File: config.mk
export PLATFORM = sky130hd
export DESIGN_NAME = fractional_baud_divisor_search_top
export DESIGN_NICKNAME = d
export VERILOG_FILES = /design/src/rtl/fbd_pkg.sv /design/src/rtl/fbd_div.sv /design/src/rtl/fractional_baud_divisor_search_top.sv
export VERILOG_INCLUDE_DIRS = /design/src /design/src/rtl
export SDC_FILE = /design/constraint.sdc
export NUM_CORES = 2
export LEC_CHECK = 0
export ABC_AREA = 1
export BUFFER_PORTS_ARGS = -buffer_cell sky130_fd_sc_hd__clkbuf_2
export CAP_MARGIN = 20
export CORE_UTILIZATION = 42
export CTS_BUF_LIST = sky130_fd_sc_hd__clkbuf_2
export DETAILED_ROUTE_END_ITERATION = 7
export PLACE_DENSITY = 0.65
export SETUP_SLACK_MARGIN = 0.5
export SYNTH_ARGS = -nofsm -noshare
export SYNTH_HDL_FRONTEND = slang
export SYNTH_SLANG_ARGS = --single-unit
File: constraint.sdc
create_clock -name clk_i -period 6.4 [get_ports clk_i]
set_clock_uncertainty 0.2 [all_clocks]
set_input_delay 1.28 -clock clk_i [delete_from_list [all_inputs] [get_ports clk_i]]
set_output_delay 1.28 -clock clk_i [all_outputs]
set_load 0.01 [all_outputs]
File: src/rtl/assert_macros.svh
// Assertion macros used by the top-level RTL file.
`ifndef ASSERT_MACROS_SVH
`define ASSERT_MACROS_SVH

// Same-cycle implication, checked while out of reset.
`define ASSERT_IMPL(label, clk, rst_n, ante, cons) \
  label: assert property (@(posedge clk) disable iff (!(rst_n)) (ante) |-> (cons)) \
    else $error("implication check failed");

// Next-cycle implication, checked while out of reset.
`define ASSERT_NEXT(label, clk, rst_n, ante, cons) \
  label: assert property (@(posedge clk) disable iff (!(rst_n)) (ante) |=> (cons)) \
    else $error("next-cycle check failed");

`endif

File: src/rtl/fbd_pkg.sv
// Shared constants and types for the fractional baud divisor search.
package fbd_pkg;

  localparam int unsigned MulMax    = 15;
  localparam int unsigned MulW      = 4;
  localparam int unsigned BaudW     = 24;
  localparam int unsigned SysClkW   = 32;
  localparam int unsigned PclkW     = SysClkW - 2;
  localparam int unsigned DlW       = 17;
  localparam int unsigned DivNumW   = 64;
  localparam int unsigned DivDenW   = 32;
  localparam int unsigned DivCntW   = $clog2(DivNumW);
  localparam int unsigned PctLimit  = 3;
  localparam int unsigned PctScale  = 100;
  localparam int unsigned FracShift = 28;
  localparam int unsigned DlMax     = 65536;

  localparam logic [SysClkW-1:0] SysClkReset = 32'd100000000;
  localparam logic [31:0]        HalfQ32     = 32'h8000_0000;
  localparam logic [31:0]        ErrInit     = 32'hFFFF_FFFF;

  typedef struct packed {
    logic               start;
    logic [DivNumW-1:0] dividend;
    logic [DivDenW-1:0] divisor;
  } div_req_t;

  typedef struct packed {
    logic               done;
    logic [DivNumW-1:0] quotient;
  } div_rsp_t;

endpackage

File: src/rtl/fbd_div.sv
// Bit-serial restoring divider, one quotient bit per cycle.
module fbd_div (
  input  logic              clk_i,
  input  logic              rst_ni,
  input  fbd_pkg::div_req_t req_i,
  output fbd_pkg::div_rsp_t rsp_o
);
  import fbd_pkg::*;

  typedef enum logic {
    DIV_IDLE,
    DIV_RUN
  } div_state_e;

  div_state_e         state_q;
  logic [DivCntW-1:0] cnt_q;
  logic [DivNumW-1:0] quo_q;
  logic [DivDenW-1:0] rem_q;
  logic [DivDenW-1:0] den_q;
  logic               done_q;

  logic [DivDenW:0]   rem_sh;
  logic               ge;
  logic [DivDenW:0]   rem_sub;

  always_comb begin
    rem_sh  = {rem_q, quo_q[DivNumW-1]};
    ge      = rem_sh >= {1'b0, den_q};
    rem_sub = rem_sh - {1'b0, den_q};
  end

  always_ff @(posedge clk_i or negedge rst_ni) begin
    if (!rst_ni) begin
      state_q <= DIV_IDLE;
      cnt_q   <= '0;
      done_q  <= 1'b0;
    end else begin
      done_q <= 1'b0;
      case (state_q)
        DIV_IDLE: begin
          if (req_i.start) begin
            quo_q   <= req_i.dividend;
            den_q   <= req_i.divisor;
            rem_q   <= '0;
            cnt_q   <= DivCntW'(DivNumW - 1);
            state_q <= DIV_RUN;
          end
        end
        DIV_RUN: begin
          quo_q <= {quo_q[DivNumW-2:0], ge};
          rem_q <= ge ? rem_sub[DivDenW-1:0] : rem_sh[DivDenW-1:0];
          cnt_q <= cnt_q - 1'b1;
          if (cnt_q == '0) begin
            done_q  <= 1'b1;
            state_q <= DIV_IDLE;
          end
        end
        default: state_q <= DIV_IDLE;
      endcase
    end
  end

  assign rsp_o.done     = done_q;
  assign rsp_o.quotient = quo_q;

endmodule

File: src/rtl/fractional_baud_divisor_search_top.sv
// Top level of the fractional baud divisor search.
//
// Search flow: an item is taken when start is high and busy is low. Each
// candidate pair (mul, add) passes a load state (ST_CAND), a division in
// the bit-serial divider and an evaluate step in ST_QWAIT. With mul =
// 1..15 there are up to 120 candidates, followed by two more divisions
// (recalculated baud, percent error); a zero-error hit ends the search
// early, and a search where no pair fits answers with an all-zero result
// and skips those two divisions. A baud rate of zero answers with an
// all-zero result and no search. All divisions use the one 64-step
// divider, so they run one after another. The result shows
// on the output ports for exactly one cycle with strobe_o high; there is no
// back-pressure, so the receiver must take it then. busy drops in the same
// cycle the strobe rises, so the next item can be started while the result
// is shown. sys_clock_hz is written through the cfg_* channel (always
// ready) and is sampled at item start.
`include "assert_macros.svh"

module fractional_baud_divisor_search_top (
  input  logic                          clk_i,
  input  logic                          rst_ni,
  // config write channel
  input  logic                          cfg_valid_i,
  output logic                          cfg_ready_o,
  input  logic [fbd_pkg::SysClkW-1:0]   cfg_data_i,
  // command
  input  logic                          start,
  output logic                          busy,
  input  logic [fbd_pkg::BaudW-1:0]     baud_rate_i,
  // result
  output logic                          strobe_o,
  output logic [15:0]                   divisor_latch_o,
  output logic [fbd_pkg::MulW-1:0]      mul_value_o,
  output logic [fbd_pkg::MulW-1:0]      add_value_o,
  output logic [7:0]                    error_percent_o,
  output logic                          accepted_o
);
  import fbd_pkg::*;

  typedef enum logic [2:0] {
    ST_IDLE,
    ST_CAND,    // launch division for current (mul, add)
    ST_QWAIT,   // wait for quotient, score the candidate
    ST_FINISH,  // launch baud recalculation or zero result
    ST_RWAIT,
    ST_PSTART,  // launch percent-error division
    ST_PWAIT
  } state_e;

  state_e             state_q;
  logic [SysClkW-1:0] sys_clk_q;
  logic [BaudW-1:0]   baud_q;
  logic [PclkW-1:0]   pclk_q;
  logic [MulW-1:0]    m_q;
  logic [MulW-1:0]    a_q;
  logic [31:0]        best_err_q;
  logic [DlW-1:0]     best_dl_q;
  logic [MulW-1:0]    best_m_q;
  logic [MulW-1:0]    best_a_q;
  logic               found_q;
  logic [PclkW-1:0]   diff_q;

  div_req_t div_req;
  div_rsp_t div_rsp;

  // candidate operands
  logic [MulW:0]      ma_sum;
  logic [PclkW+MulW-1:0] cand_num;
  logic [28:0]        cand_den;
  // candidate scoring
  logic [31:0]        q_hi;
  logic [31:0]        q_frac;
  logic               round_up;
  logic [31:0]        cand_err;
  logic [32:0]        cand_dl;
  logic               cand_ok;
  logic               cand_better;
  logic               last_add;
  logic               last_mul;
  // recalculation operands
  logic [MulW:0]      best_ma;
  logic [PclkW-1:0]   rc_num;
  logic [21:0]        rc_den;
  logic [PclkW-1:0]   rc_val;
  logic [PclkW-1:0]   baud_ext;
  logic [36:0]        pct_num;
  logic [7:0]         pct_sat;
  logic               pct_ok;

  assign cfg_ready_o = 1'b1;
  assign busy        = (state_q != ST_IDLE);

  always_comb begin
    ma_sum   = {1'b0, m_q} + {1'b0, a_q};
    cand_num = (PclkW+MulW)'(pclk_q) * (PclkW+MulW)'(m_q);
    cand_den = 29'(baud_q) * 29'(ma_sum);

    // Q32 quotient: integer part is DL, fraction is the rounding error
    q_hi     = div_rsp.quotient[63:32];
    q_frac   = div_rsp.quotient[31:0];
    round_up = q_frac > HalfQ32;
    cand_err = round_up ? (32'd0 - q_frac) : q_frac;
    cand_dl  = {1'b0, q_hi} + {32'd0, round_up};
    cand_ok  = (cand_dl != '0) && (cand_dl <= 33'(DlMax));
    cand_better = cand_ok && (cand_err < best_err_q);
    last_add = ({1'b0, a_q} + 1'b1) == {1'b0, m_q};
    last_mul = (m_q == MulW'(MulMax));

    best_ma  = {1'b0, best_m_q} + {1'b0, best_a_q};
    rc_num   = PclkW'(pclk_q[PclkW-1:4]) * PclkW'(best_m_q);
    rc_den   = 22'(best_dl_q) * 22'(best_ma);
    rc_val   = div_rsp.quotient[PclkW-1:0];
    baud_ext = PclkW'(baud_q);
    pct_num  = 37'(diff_q) * 37'(PctScale);
    pct_sat  = (|div_rsp.quotient[63:8]) ? 8'hFF : div_rsp.quotient[7:0];
    pct_ok   = div_rsp.quotient < 64'(PctLimit);

    div_req = '0;
    case (state_q)
      ST_CAND: begin
        div_req.start    = 1'b1;
        div_req.dividend = {{(DivNumW-PclkW-MulW-FracShift){1'b0}}, cand_num,
                            {FracShift{1'b0}}};
        div_req.divisor  = DivDenW'(cand_den);
      end
      ST_FINISH: begin
        div_req.start    = found_q;
        div_req.dividend = DivNumW'(rc_num);
        div_req.divisor  = DivDenW'(rc_den);
      end
      ST_PSTART: begin
        div_req.start    = 1'b1;
        div_req.dividend = DivNumW'(pct_num);
        div_req.divisor  = DivDenW'(baud_q);
      end
      default: div_req = '0;
    endcase
  end

  fbd_div u_div (
    .clk_i  (clk_i),
    .rst_ni (rst_ni),
    .req_i  (div_req),
    .rsp_o  (div_rsp)
  );

  always_ff @(posedge clk_i or negedge rst_ni) begin
    if (!rst_ni) begin
      state_q   <= ST_IDLE;
      sys_clk_q <= SysClkReset;
      strobe_o  <= 1'b0;
      found_q   <= 1'b0;
    end else begin
      strobe_o <= 1'b0;
      if (cfg_valid_i && cfg_ready_o) begin
        sys_clk_q <= cfg_data_i;
      end
      case (state_q)
        ST_IDLE: begin
          if (start) begin
            if (baud_rate_i == '0) begin
              // nothing to search: all-zero result right away
              strobe_o        <= 1'b1;
              divisor_latch_o <= '0;
              mul_value_o     <= '0;
              add_value_o     <= '0;
              error_percent_o <= '0;
              accepted_o      <= 1'b0;
            end else begin
              baud_q     <= baud_rate_i;
              pclk_q     <= sys_clk_q[SysClkW-1:2];
              m_q        <= MulW'(1);
              a_q        <= '0;
              best_err_q <= ErrInit;
              found_q    <= 1'b0;
              state_q    <= ST_CAND;
            end
          end
        end
        ST_CAND: state_q <= ST_QWAIT;
        ST_QWAIT: begin
          if (div_rsp.done) begin
            if (cand_better) begin
              best_err_q <= cand_err;
              best_dl_q  <= cand_dl[DlW-1:0];
              best_m_q   <= m_q;
              best_a_q   <= a_q;
              found_q    <= 1'b1;
            end
            if ((cand_better && cand_err == '0) || (last_add && last_mul)) begin
              state_q <= ST_FINISH;
            end else begin
              if (last_add) begin
                m_q <= m_q + 1'b1;
                a_q <= '0;
              end else begin
                a_q <= a_q + 1'b1;
              end
              state_q <= ST_CAND;
            end
          end
        end
        ST_FINISH: begin
          if (found_q) begin
            state_q <= ST_RWAIT;
          end else begin
            strobe_o        <= 1'b1;
            divisor_latch_o <= '0;
            mul_value_o     <= '0;
            add_value_o     <= '0;
            error_percent_o <= '0;
            accepted_o      <= 1'b0;
            state_q         <= ST_IDLE;
          end
        end
        ST_RWAIT: begin
          if (div_rsp.done) begin
            diff_q  <= (baud_ext > rc_val) ? (baud_ext - rc_val) : (rc_val - baud_ext);
            state_q <= ST_PSTART;
          end
        end
        ST_PSTART: state_q <= ST_PWAIT;
        ST_PWAIT: begin
          if (div_rsp.done) begin
            strobe_o        <= 1'b1;
            divisor_latch_o <= best_dl_q[15:0];
            mul_value_o     <= best_m_q;
            add_value_o     <= best_a_q;
            error_percent_o <= pct_sat;
            accepted_o      <= pct_ok;
            state_q         <= ST_IDLE;
          end
        end
        default: state_q <= ST_IDLE;
      endcase
    end
  end

  `ASSERT_IMPL(a_acc_has_mul, clk_i, rst_ni, strobe_o && accepted_o, mul_value_o != '0)
  `ASSERT_IMPL(a_add_below_mul, clk_i, rst_ni, strobe_o && (mul_value_o != '0),
               add_value_o < mul_value_o)
  `ASSERT_IMPL(a_acc_low_err, clk_i, rst_ni, strobe_o && accepted_o, error_percent_o < 8'd3)
  `ASSERT_NEXT(a_start_busy, clk_i, rst_ni, start && !busy && (baud_rate_i != '0), busy)

endmodule

==> flow_metrics.tcl <==
set metrics [dict create \
    run_status "completed" \
    yosys.cell_count.top_type "sky130_fd_sc_hd__nand2_1" \
    grt_pass1_vias 32900 \
    post_route_cells_drive_above_1_share_pct 8.13 \
    fp.dieW_um 305 \
    final.min_clock_period_ns 5.73 \
    area_growth_syn_to_layout_pct 7.08 \
    synth_top_family_by_area "adder cells" \
    synth.distinct_cells 69 \
    synth_simple_gate_area_share_pct 21.1 \
    synthMuxAreaShare_pct 0.902 \
    synth_enable_flop_cells 307 \
    place_hpwl_mm 93.6 \
    timing.max_slew.rel_slack_pct 38.7 \
    timing.hold.worst.class "in -> reg" \
    cp.arrival_ns 6.40 \
    synthTopCellsByArea "sky130_fd_sc_hd__edfxtp_1 24%, sky130_fd_sc_hd__fa_1 13%, sky130_fd_sc_hd__ha_1 12%" \
    hold_path.startpoint "baud_rate_i[20]" \
    worstMarginPinSlew_ns 0.920 \
    synth_sequential_area_ratio_pct 26.7 \
    clk_tree_root_cell "sky130_fd_sc_hd__clkbuf_2" \
    regToRegEndpoint "u_div.den_q[27]$_DFFE_PP_" \
    cts_buffers 96 \
    grt_setup_unrepaired "false" \
    total_wire_length_after_detailed_routing_mm 115 \
    yosys.area_share.xor_xnor_pct 2.73 \
    pin_count 96 \
    netlist.top_cell.by_area "sky130_fd_sc_hd__edfxtp_1" \
    maxCapViolations 0 \
    synth.yosys.warnings 0 \
    drc_errors 0 \
    syn-cell-area_sq_mm 0.0386 \
    path_class "reg -> reg" \
    min_period_over_period_pct 89.6 \
    grt_pass1_wl_mm 180 \
    synth-main-ff-cell "sky130_fd_sc_hd__edfxtp_1" \
    nNetsFinal 5901 \
    max_clock_freq_ghz 0.174 \
    critical_path.cell_chain "ha_1 -> a21o_1 -> a21oi_1 -> inv_1 -> or2_2 -> nand2_4 -> buf_8 -> nor2_1 -> fa_1 -> fa_1 -> inv_1 -> fa_1 -> inv_1 -> ha_1 -> nand2_1 -> nor4_1 -> nand3_1 -> nand3_1 -> a31o_2 -> nand2_1 -> nand2_1 -> a21oi_2 -> nor2_1 -> nor2_1" \
    whs_endpoint "baud_q[20]$_DFFE_PP_" \
    synth_compound_area_share_pct 12.5 \
    slew_viol_final 0 \
    drt-initial-drc-count 2712 \
    synth_top_cells_by_count "1,137 x sky130_fd_sc_hd__nand2_1, 1,045 x sky130_fd_sc_hd__inv_1, 487 x sky130_fd_sc_hd__nor2_1, 380 x sky130_fd_sc_hd__a21oi_1, 356 x sky130_fd_sc_hd__ha_1" \
    place.gp.congestion 0.957 \
    synth_seq_cells 350 \
    r2r.worst_path.cells 24 \
    finalHoldViolCount 0 \
    crit_path_max_incr_delay_ns 0.55 \
    grt_overflow 0 \
    p_per_area_mw_per_mm2 101 \
    detailroute.via_count 34100 \
    htree_levels 3 \
    setup-tns-final_ns 0 \
    synth_cells 5137 \
    power.ir.vdd_worst_mv 0.156 \
    r2r_setup_slack_ns 0.67 \
    die_height_um 305 \
    end_kind "register" \
    tritoncts "yes" \
    avgRoutedWirePerCell_um 17.7 \
    via_per_inst 5.25 \
    track_usage_pct 24.5 \
    clk_pin_slew_ns 0.11 \
    ant_nets 0 \
    timing.hold.worst_path_depth 1 \
    critical_path.reg2reg.startpoint "m_q[1]$_SDFFCE_PN0P_" \
    setup_viol 0 \
    pin_count_of_the_biggest_net_entering_global_routing 66 \
    std_cell_rows 110 \
    cts_num_sinks 350 \
    placeableCoreArea_sq_mm 0.0904 \
    syn_avg_cell_area_sq_um 7.51 \
    synthesis.nets 5798 \
    async_reset_ff_share_pct 12.3 \
    worstSkewPairLatency_ns 1.22 \
    p_leak_nw 21.5 \
    synthAdderAreaFrac_pct 24.3 \
    netlist.area_leader.share_pct 23.9 \
    io_buffer_count 92 \
    worstPathMaxFanout 16 \
    starting_density_of_the_core_pct 42.7 \
    ctsLongestPathBuffers 3 \
    drt_pass1_iterations 6 \
    die_footprint_sq_mm 0.0930 \
    worst_ep_required_time_ns 7.07 \
    critPathLaunchType "register" \
    critPathSlowestCell "sky130_fd_sc_hd__fa_1" \
    report.power.total_mw 4.19 \
    grt_antenna_before_repair 5 \
]
==> sequential cells by signal, summed over array words and instances, names as in the netlist, 3 cells and up <==
register         count
best_a_q             4
u_div.cnt_q          6
best_m_q             4
u_div.quo_q         64
error_percent_o      8
best_err_q          32
a_q                  4
pclk_q              30
m_q                  4
sys_clk_q           30
baud_q              24
mul_value_o          4
add_value_o          4
divisor_latch_o     16
best_dl_q           17
u_div.den_q         29
diff_q              30
state_q              3
u_div.rem_q         32
==> logic make-up (layout without fill, tap and decap cells) <==
family,after synthesis,count (layout)
fa+ha+maj,601,601
other cells,1,6
compound gates,871,871
buf+inv,1191,1366
mux,31,31
flops,350,350
simple gates,1972,1972
xor+xnor,120,120
==> final cells by class <==
cell class                      count  area [sq um]
Fill cell                        9209         49100
Antenna cell                        5          12.5
Clock buffer                      135           676
Inverter                         1056          3970
Timing Repair Buffer              140           850
Tap cell                         1176          1470
Clock inverter                     35           173
Multi-Input combinational cell   3596         23800
Sequential cell                   350         10300
==> routing by layer <==
layer / part of all wire [%] / up-vias / track usage (%)
met5: 0.0078 / - / 0
met4: 3.3 / 2 / 8.43
met3: 5.8 / 196 / 2.48
met2: 46 / 1063 / 40.3
met1: 45 / 16100 / 33.7
li1: - / 16700 / -
==> critical path: cells and delay by family, from the launching register on <==
family	cells	cell delay [ns]
fa+ha+maj	5	2.29
flops	1	0.46
simple gates	11	1.53
buf+inv	4	0.34
compound gates	4	0.55
==> power by group <==
group	internal, mW	total (mW)	switching, mW
registers	2.48	2.49	0.00931
logic	0.0315	0.0639	0.0323
clock network	0.584	1.63	1.05
total	3.09	4.19	1.09
==> worst max-delay path by stage <==
stage	start	to	cells past startpoint
after global placement	m_q[1]$_SDFFCE_PN0P_	u_div.den_q[24]$_DFFE_PP_	25
final	m_q[1]$_SDFFCE_PN0P_	u_div.den_q[27]$_DFFE_PP_	24
after global routing	best_m_q[0]$_DFFE_PP_	u_div.den_q[18]$_DFFE_PP_	22
after detailed placement	m_q[1]$_SDFFCE_PN0P_	u_div.den_q[24]$_DFFE_PP_	23
after floorplan	m_q[1]$_SDFFCE_PN0P_	u_div.den_q[24]$_DFFE_PP_	24
after CTS	m_q[1]$_SDFFCE_PN0P_	u_div.den_q[24]$_DFFE_PP_	23
==> metrics by stage <==
step / worst slack [ns] / cell area (sq um) / hold slack [ns] / util [%] / std cells
after floorplan: 0.816 / 38600 / 0.221 / - / 5137
after global routing: 0.484 / 41300 / 0.00856 / 45.7 / 6492
after detailed placement: 0.356 / 40300 / 0.232 / 44.5 / 6309
after CTS: 0.473 / 41200 / 0.00102 / 45.5 / 6483
final: 0.667 / 41300 / 0.124 / 45.7 / 6493
after global placement: 0.362 / 40300 / 0.228 / 44.5 / 6309
==> placed cells by master, fill, tap and decap left out, types with 22 or more instances in the layout <==
cell type	instances
sky130_fd_sc_hd__edfxtp_1	307
sky130_fd_sc_hd__a21oi_1	375
sky130_fd_sc_hd__buf_4	40
sky130_fd_sc_hd__ha_1	356
sky130_fd_sc_hd__a21o_1	25
sky130_fd_sc_hd__nand3_1	146
sky130_fd_sc_hd__xor2_1	76
sky130_fd_sc_hd__fa_1	244
sky130_fd_sc_hd__nor4_1	22
sky130_fd_sc_hd__xnor2_1	42
sky130_fd_sc_hd__clkbuf_2	227
sky130_fd_sc_hd__nor3_1	38
sky130_fd_sc_hd__inv_1	1038
sky130_fd_sc_hd__dfrtp_1	30
sky130_fd_sc_hd__nor2_1	485
sky130_fd_sc_hd__clkinv_1	22
sky130_fd_sc_hd__mux2_2	30
sky130_fd_sc_hd__or2_2	24
sky130_fd_sc_hd__nand2_1	1136
sky130_fd_sc_hd__nand4_1	58
sky130_fd_sc_hd__o21ai_0	289
==> timing repair <==
item                                    4_1_cts  5_1_grt
gates cloned                                  0        0
endpoints found under the setup margin        9       14
hold buffers                                  4        0
gates resized for setup                       9       25
endpoints found under the hold margin        13        0
pin swaps                                     0        2
setup buffers                                 0        5
Power figures use the tool's default switching activity.
